`src/hw/rtl/lpd_pkg.sv`:
```
// Shared types, constants and helper functions of the lattice diffusion block.
package lpd_pkg;

   localparam int unsigned COORD_W     = 3;
   localparam int unsigned COUNT_W     = 16;
   localparam int unsigned CELL_W      = 16;
   localparam int unsigned REQ_DATA_W  = 32;
   localparam int unsigned RSP_DATA_W  = 16;
   localparam int unsigned SEED_W      = 32;
   localparam int unsigned QUEUE_DEPTH = 2;

   localparam int unsigned TW_N     = 624;
   localparam int unsigned TW_M     = 397;
   localparam int unsigned TW_IDX_W = 10;
   localparam logic [TW_IDX_W-1:0] TW_LAST   = TW_IDX_W'(TW_N - 1);
   localparam logic [TW_IDX_W-1:0] TW_BACK   = TW_IDX_W'(TW_N - TW_M);
   localparam logic [TW_IDX_W-1:0] TW_AHEAD  = TW_IDX_W'(TW_M);
   localparam logic [31:0] TW_MATRIX    = 32'h9908_B0DF;
   localparam logic [31:0] TW_INIT_MULT = 32'd1812433253;
   localparam logic [31:0] SEED_RESET   = 32'd5489;
   localparam logic [35:0] DRAW_SPAN    = 36'h0_FFFF_FFFF;

   typedef enum logic {
      MODE_DIFFUSE = 1'b0,
      MODE_READ    = 1'b1
   } mode_type;

   typedef enum logic [2:0] {
      DIR_XM   = 3'd0,
      DIR_XP   = 3'd1,
      DIR_YM   = 3'd2,
      DIR_YP   = 3'd3,
      DIR_ZM   = 3'd4,
      DIR_ZP   = 3'd5,
      DIR_SELF = 3'd6
   } dir_type;

   typedef struct packed {
      mode_type             mode;
      logic [COORD_W-1:0]   x;
      logic [COORD_W-1:0]   y;
      logic [COORD_W-1:0]   z;
      logic [COUNT_W-1:0]   count;
   } cmd_type;

   typedef struct packed {
      logic        valid;
      logic [31:0] word;
   } rng_rsp_type;

   typedef enum logic [2:0] {
      TW_START,
      TW_SEED_MUL,
      TW_SEED_ADD,
      TW_IDLE,
      TW_READ,
      TW_GEN
   } tw_state_type;

   typedef enum logic [2:0] {
      EN_CLEAR,
      EN_IDLE,
      EN_DRAW,
      EN_ADDR,
      EN_FETCH,
      EN_WRITE,
      EN_REPLY
   } en_state_type;

   function automatic logic [31:0] temper(input logic [31:0] v);
      logic [31:0] y;
      y = v ^ (v >> 11);
      y = y ^ ((y << 7) & 32'h9D2C_5680);
      y = y ^ ((y << 15) & 32'hEFC6_0000);
      y = y ^ (y >> 18);
      return y;
   endfunction

   // floor(12*r / (2^32-1)), with every value of six or more meaning the cell itself.
   function automatic dir_type dir_of(input logic [31:0] r);
      logic [35:0] t;
      dir_type     d;
      t = ({4'b0, r} << 3) + ({4'b0, r} << 2);
      if (t >= 36'd6 * DRAW_SPAN) d = DIR_SELF;
      else if (t >= 36'd5 * DRAW_SPAN) d = DIR_ZP;
      else if (t >= 36'd4 * DRAW_SPAN) d = DIR_ZM;
      else if (t >= 36'd3 * DRAW_SPAN) d = DIR_YP;
      else if (t >= 36'd2 * DRAW_SPAN) d = DIR_YM;
      else if (t >= DRAW_SPAN) d = DIR_XP;
      else d = DIR_XM;
      return d;
   endfunction

endpackage

```
`src/hw/rtl/lpd_fifo.sv`:
```
// Short command queue between the front end and the engine.
module lpd_fifo (
   input  logic              clock,
   input  logic              reset,
   input  logic              push_valid,
   input  lpd_pkg::cmd_type  push_cmd,
   output logic              push_ready,
   output logic              pop_valid,
   output lpd_pkg::cmd_type  pop_cmd,
   input  logic              pop_ready
);

   localparam int unsigned PTR_W = $clog2(lpd_pkg::QUEUE_DEPTH);

   lpd_pkg::cmd_type   entries_ff [lpd_pkg::QUEUE_DEPTH];
   logic [PTR_W-1:0]   wr_ptr_ff, wr_ptr_in;
   logic [PTR_W-1:0]   rd_ptr_ff, rd_ptr_in;
   logic [PTR_W:0]     fill_ff, fill_in;
   logic               do_push, do_pop;

   assign push_ready = (fill_ff != (PTR_W+1)'(lpd_pkg::QUEUE_DEPTH));
   assign pop_valid  = (fill_ff != '0);
   assign pop_cmd    = entries_ff[rd_ptr_ff];
   assign do_push    = push_valid && push_ready;
   assign do_pop     = pop_valid && pop_ready;

   always_comb begin
      wr_ptr_in = do_push ? wr_ptr_ff + 1'b1 : wr_ptr_ff;
      rd_ptr_in = do_pop ? rd_ptr_ff + 1'b1 : rd_ptr_ff;
      fill_in   = fill_ff;
      if (do_push && !do_pop) fill_in = fill_ff + 1'b1;
      else if (do_pop && !do_push) fill_in = fill_ff - 1'b1;
   end

   always_ff @(posedge clock) begin
      if (reset) begin
         wr_ptr_ff <= '0;
         rd_ptr_ff <= '0;
         fill_ff   <= '0;
      end else begin
         wr_ptr_ff <= wr_ptr_in;
         rd_ptr_ff <= rd_ptr_in;
         fill_ff   <= fill_in;
      end
   end

   always_ff @(posedge clock) begin
      if (do_push) entries_ff[wr_ptr_ff] <= push_cmd;
   end

endmodule

```
`config.mk`:
```
export PLATFORM = sky130hd
export DESIGN_NAME = lpd_fifo
export DESIGN_NICKNAME = d
export VERILOG_FILES = /design/src/hw/rtl/lpd_pkg.sv /design/src/hw/rtl/lpd_fifo.sv
export SDC_FILE = /design/constraint.sdc
export NUM_CORES = 1
export LEC_CHECK = 0
export BUFFER_PORTS_ARGS = -buffer_cell sky130_fd_sc_hd__buf_2
export CORE_AREA = 2 2 68 70
export DETAILED_ROUTE_END_ITERATION = 8
export DIE_AREA = 0 0 70 72
export PLACE_DENSITY_LB_ADDON = 0.3
export SLEW_MARGIN = 20
export SYNTH_ARGS = -nofsm -noshare
export SYNTH_HDL_FRONTEND = slang
export SYNTH_SLANG_ARGS = --single-unit
```
`constraint.sdc`:
```
create_clock -name clock -period 1.9 [get_ports clock]
set_input_delay 0.095 -clock clock [delete_from_list [all_inputs] [get_ports clock]]
set_output_delay 0.095 -clock clock [all_outputs]
set_load 0.005 [all_outputs]
```
# == After elaboration in Yosys (flattened, before gate mapping) ==
# Memory sizes are Yosys's and may differ from the RTL's. A register that Yosys moved wholly into a read port is not among the register bits.
# Cells that the tools add are included.
# totals
wordCells,23
latchBits,0
mem_count,1
register_bits,4
output_inout_bits,28
romBits,0
in_bits,30
mem_bits_rw,52
# classes
n_mux,6
n_reduce_logical,8
magnitude_cmp,0
n_mul,0
bitwise_logic,0
div_mod_pow,0
n_shift,0
eq_ne,1
add_sub_neg,4
# mem_list
memory,words,width,rd,rd_clocked_by_memory_dff,write_ports,line_no,source
entries_ff,2,26,1,1,1,lpd_fifo.sv:15,lpd_pkg::cmd_type entries_ff [lpd_pkg::QUEUE_DEPTH];
# op_table
cell,count
$logic_and 1x1->1,4
$mux 1,4
$mux 2,2
$reduce_bool 2->1,2
$add 1x1->1 const B,2
$add 2x1->2 const B,1
$logic_not 1->1,2
$ne 2x2->1 const B,1
$sub 2x1->2 const B,1

# == Longest topological paths before layout ==
# depth
word_depth,6
depth_mapped,6
ltp_nobuf,6

# == Least setup slack after synthesis ==
# OpenSTA, ideal clock, no wires.
# synth_path
kind,flip-flop to flip-flop
from,reg fill_ff[0]
to,mem entries_ff[1][0] (netlist name) (enable)
t_arrival_ps,1291
setup_time_ps,385
required_ps,1515
path_buffers,0
slack_ps,224
period_less_slack_ps,1676
stages_incl_launch_ff,3
cell_sequence,dfxtp_1 -> nand2b_1 -> and3_1
# synth_via
elab_chain_cells,4
# synth_lines
element,line_no,source
"start, declared",lpd_fifo.sv:18,"logic [PTR_W:0] fill_ff, fill_in;"
"start signal, assigned",lpd_fifo.sv:43,fill_ff <= fill_in;
$ne 2x2->1,lpd_fifo.sv:21,assign push_ready = (fill_ff != (PTR_W+1)'(lpd_pkg::QUEUE_DEPTH));
via push_ready,lpd_fifo.sv:7,"output logic push_ready,"
$logic_and 1x1->1,lpd_fifo.sv:24,assign do_push = push_valid && push_ready;
$mux 1,lpd_fifo.sv:48,if (do_push) entries_ff[wr_ptr_ff] <= push_cmd;
$mux 1 (not written as such),lpd_fifo.sv:48,
"end, declared",lpd_fifo.sv:15,
# The timed path passes the listed nets, and every way through them passes these cells.

# == Worst setup path in the final report ==
# layout_path
from,reg fill_ff[0]
to,reg fill_ff[1]
# layout_via
elab_chain_cells,5
elab_cells_between_ends,13
cone_classes,add/sub (2); eq/ne (1); mux (2); reduce/logical (8)
# layout_lines
element,line_no,source
$ne 2x2->1 (*),lpd_fifo.sv:21,
$logic_and 1x1->1 (*),lpd_fifo.sv:24,
via do_push,lpd_fifo.sv:19,"logic do_push, do_pop;"
$logic_not 1->1,lpd_fifo.sv:32,else if (do_pop && !do_push) fill_in = fill_ff - 1'b1;
$logic_and 1x1->1,lpd_fifo.sv:32,
$reduce_bool 2->1 (no source line),n/a,
# The timed path passes the listed nets; every way through them passes the cells marked *. The select of a mux whose other input is x is not followed.
# A chain may end at the register's enable or synchronous reset.

==> flow_summary.yaml <==
power:
  p_total_mw: 3.647
  powerDensity_nw_per_um2: 1242
  leakage_nw: 1.144
  peakVddDrop_mv: 0.6588
floorplan:
  die_w_um: 70
  die_h_um: 72
  core_um2: 4264
  dieArea_um2: 5040
  initial_core_util_pct: 49.18
  io_pins: 58
  row_count: 24
logic_synthesis:
  ys_seq_area_share_pct: 79.24
  post_synth.cell_area_avg_um2: 19.97
  ys_ff_latch: 57
  synthesis.area_um2: 2097
  syn_inst: 105
  yosys.area.top_type_share_pct: 74.46
  syn_nets: 136
  synth-warning-count: 0
  yosysTopAreaCell: "edfxtp_1"
  yosysUniqueCellTypes: 18
  synth.area.top_cells: "edfxtp_1 74%, mux2_2 14%, dfxtp_1 4.8%"
worst_setup_path:
  critPathArrivalTime_ns: 1.89
  path_class: "reg -> reg"
  rrSetupSlack_ns: 0.28
  crit_start: "fill_ff[0]$_SDFFE_PP0P_"
  critPathLaunchType: "register"
  reg2reg_depth: 5
  reg2reg_from: "fill_ff[0]$_SDFFE_PP0P_"
  worstPathRequired_ns: 2.16
  reg2reg_to: "fill_ff[1]$_SDFFE_PP0P_"
  path_max_fanout: 5
  critPathCaptureType: "register"
final_layout:
  final_common_cell: "buf_2"
  nFillCells: 296
  fin_area_um2: 2937
  area_growth_pct: 40.04
  layout-drive-gt1-share_pct: 50.00
  diodes: 0
  layout_common_cells: "57 x buf_2, 52 x edfxtp_1, 27 x dlygate4sd3_1"
  layout.nets: 232
detailed_routing:
  dr.pass1.iters: 4
  drtIter0Drc: 87
  wl_um: 3847
  num_vias: 1209
  avgViaCountPerCell: 4.686
  wire_per_inst_um: 14.91
  ant_nets: 0
  drc: 0
sta:
  tightest_slew_ns: 0.3504
  report.final.slew_viol_count: 0
  period_minus_slack_ns: 1.624
  fin_crit_sh_pct: 85.46
  finalSetupTns_ns: 0
  max_slew_margin_pct: 76.64
  final_hold_viol_count: 0
  fmax_mhz: 615.9
  rsz0062_at_grt: "false"
  clock_skew_ns: 0.007084
  setup_viol: 0
placement:
  io_buffers: 57
  placed_cell_area_um2: 2457
  place.gp.congestion: 0.7029
  dpl.hpwl_um: 2337
clock_network:
  cts_resized: 0
  cts.sinks: 57
  htree_levels: 3
  cts_buffers: 9
  cts_tree: "done"
  cts_buffer_depth: 2
  root_buffer: "clkbuf_8"
  clk_latency_ns: 0.33
  clk_pin_slew_ns: 0.06
global_routing:
  grt.total_usage_pct: 16.60
  first_global_vias: 1315
  grt_start_max_net_pins: 27
  overflow: 0
  antenna_found_initial: 0
  grt_pass1_wl_um: 6099
hold_path:
  hold_depth: 3
  worstHoldStart: "push_valid"
  hold_end: "wr_ptr_ff$_SDFFE_PP0P_"
  min_path_type: "in -> reg"
flow_run:
  drv_cap: 0
status:
  status: "finished, final reports clean"
[where the power goes]
group          switching [mW]  total (mW)  leakage, nW  internal, mW
logic                   0.383       0.841        0.513         0.458
registers              0.0603        1.63        0.527          1.57
clock network           0.449        1.17        0.104         0.723
total                   0.892        3.65         1.14          2.76
[sequential cells by signal, summed over array words and instances (netlist names), named ones only]
name,flops
fill_ff,2
wr_ptr_ff,1
rd_ptr_ff,1
entries_ff,52
[per-stage QoR]
step / setup WS [ns] / utilization (%) / cells / hold WS (ns)
after CTS: 0.2550 / 68.87 / 258 / 0.09407
after global placement: 0.3548 / 57.63 / 215 / 0.2838
after floorplan: 0.2237 / - / 105 / 0.1641
after detailed placement: 0.2681 / 57.63 / 215 / 0.2864
final: 0.2763 / 68.87 / 258 / 0.09056
after global routing: 0.1906 / 68.87 / 258 / 0.1095
[cell usage after synthesis]
cell      instances
nand3b_1          1
o21ai_0           2
buf_4             2
or3_1             1
a21bo_2           1
and2_1            1
a21oi_1           2
xor2_1            3
or2_2             1
and3_1            1
mux2_2           26
inv_1             1
dfxtp_1           5
buf_2             1
ha_1              1
nor2_1            3
edfxtp_1         52
nand2b_1          1
[timing repair]
item                      4_1_cts  5_1_grt
hold buffers                   27        0
hold endpoints to repair       57        0
buffers inserted                0        0
[worst max path at each step]
stage,end,cells past startpoint
2_1_floorplan,entries_ff[1][0]$_DFFE_PP_,2
3_3_place_gp,fill_ff[1]$_SDFFE_PP0P_,5
3_5_place_dp,fill_ff[1]$_SDFFE_PP0P_,5
4_1_cts,fill_ff[1]$_SDFFE_PP0P_,5
5_1_grt,fill_ff[1]$_SDFFE_PP0P_,6
6_report,fill_ff[1]$_SDFFE_PP0P_,5
[layer usage]
layer  GRT usage [%]  wire length, um  vias to the layer above
met1           17.11             1471                      568
li1                -                -                      595
met4           10.26               84                        0
met3           4.583              197                        9
met5               0                0                        -
met2           30.05             2094                       37
[cell type report]
class                           instances  area, um^2  area share (%)
Multi-Input combinational cell         44       411.6           14.02
Timing Repair Buffer                   88       585.6           19.94
Sequential cell                        57        1662           56.58
Clock inverter                          7       85.08           2.897
Inverter                                1       3.754          0.1278
Tap cell                               52       65.06           2.216
Clock buffer                            9       123.9           4.218
[worst max-delay path: stages (launching register included)]
cell      delay [ns]
dfxtp_1         0.35
nand2b_1        0.22
and2_1          0.19
ha_1            0.32
or3_1           0.35
a21oi_1         0.14
[kinds of logic after synthesis]
kind of cell	after synthesis	synth area share, %
DFF	57	79.24
AOI/OAI and AO/OA	5	1.432
muxes	26	13.96
adders and majority gates	1	0.5966
buffers and inverters	4	1.133
and+or+nand+nor	9	2.388
xor gates and xnor gates	3	1.253
No activity file was read; power rests on OpenSTA's default activity.
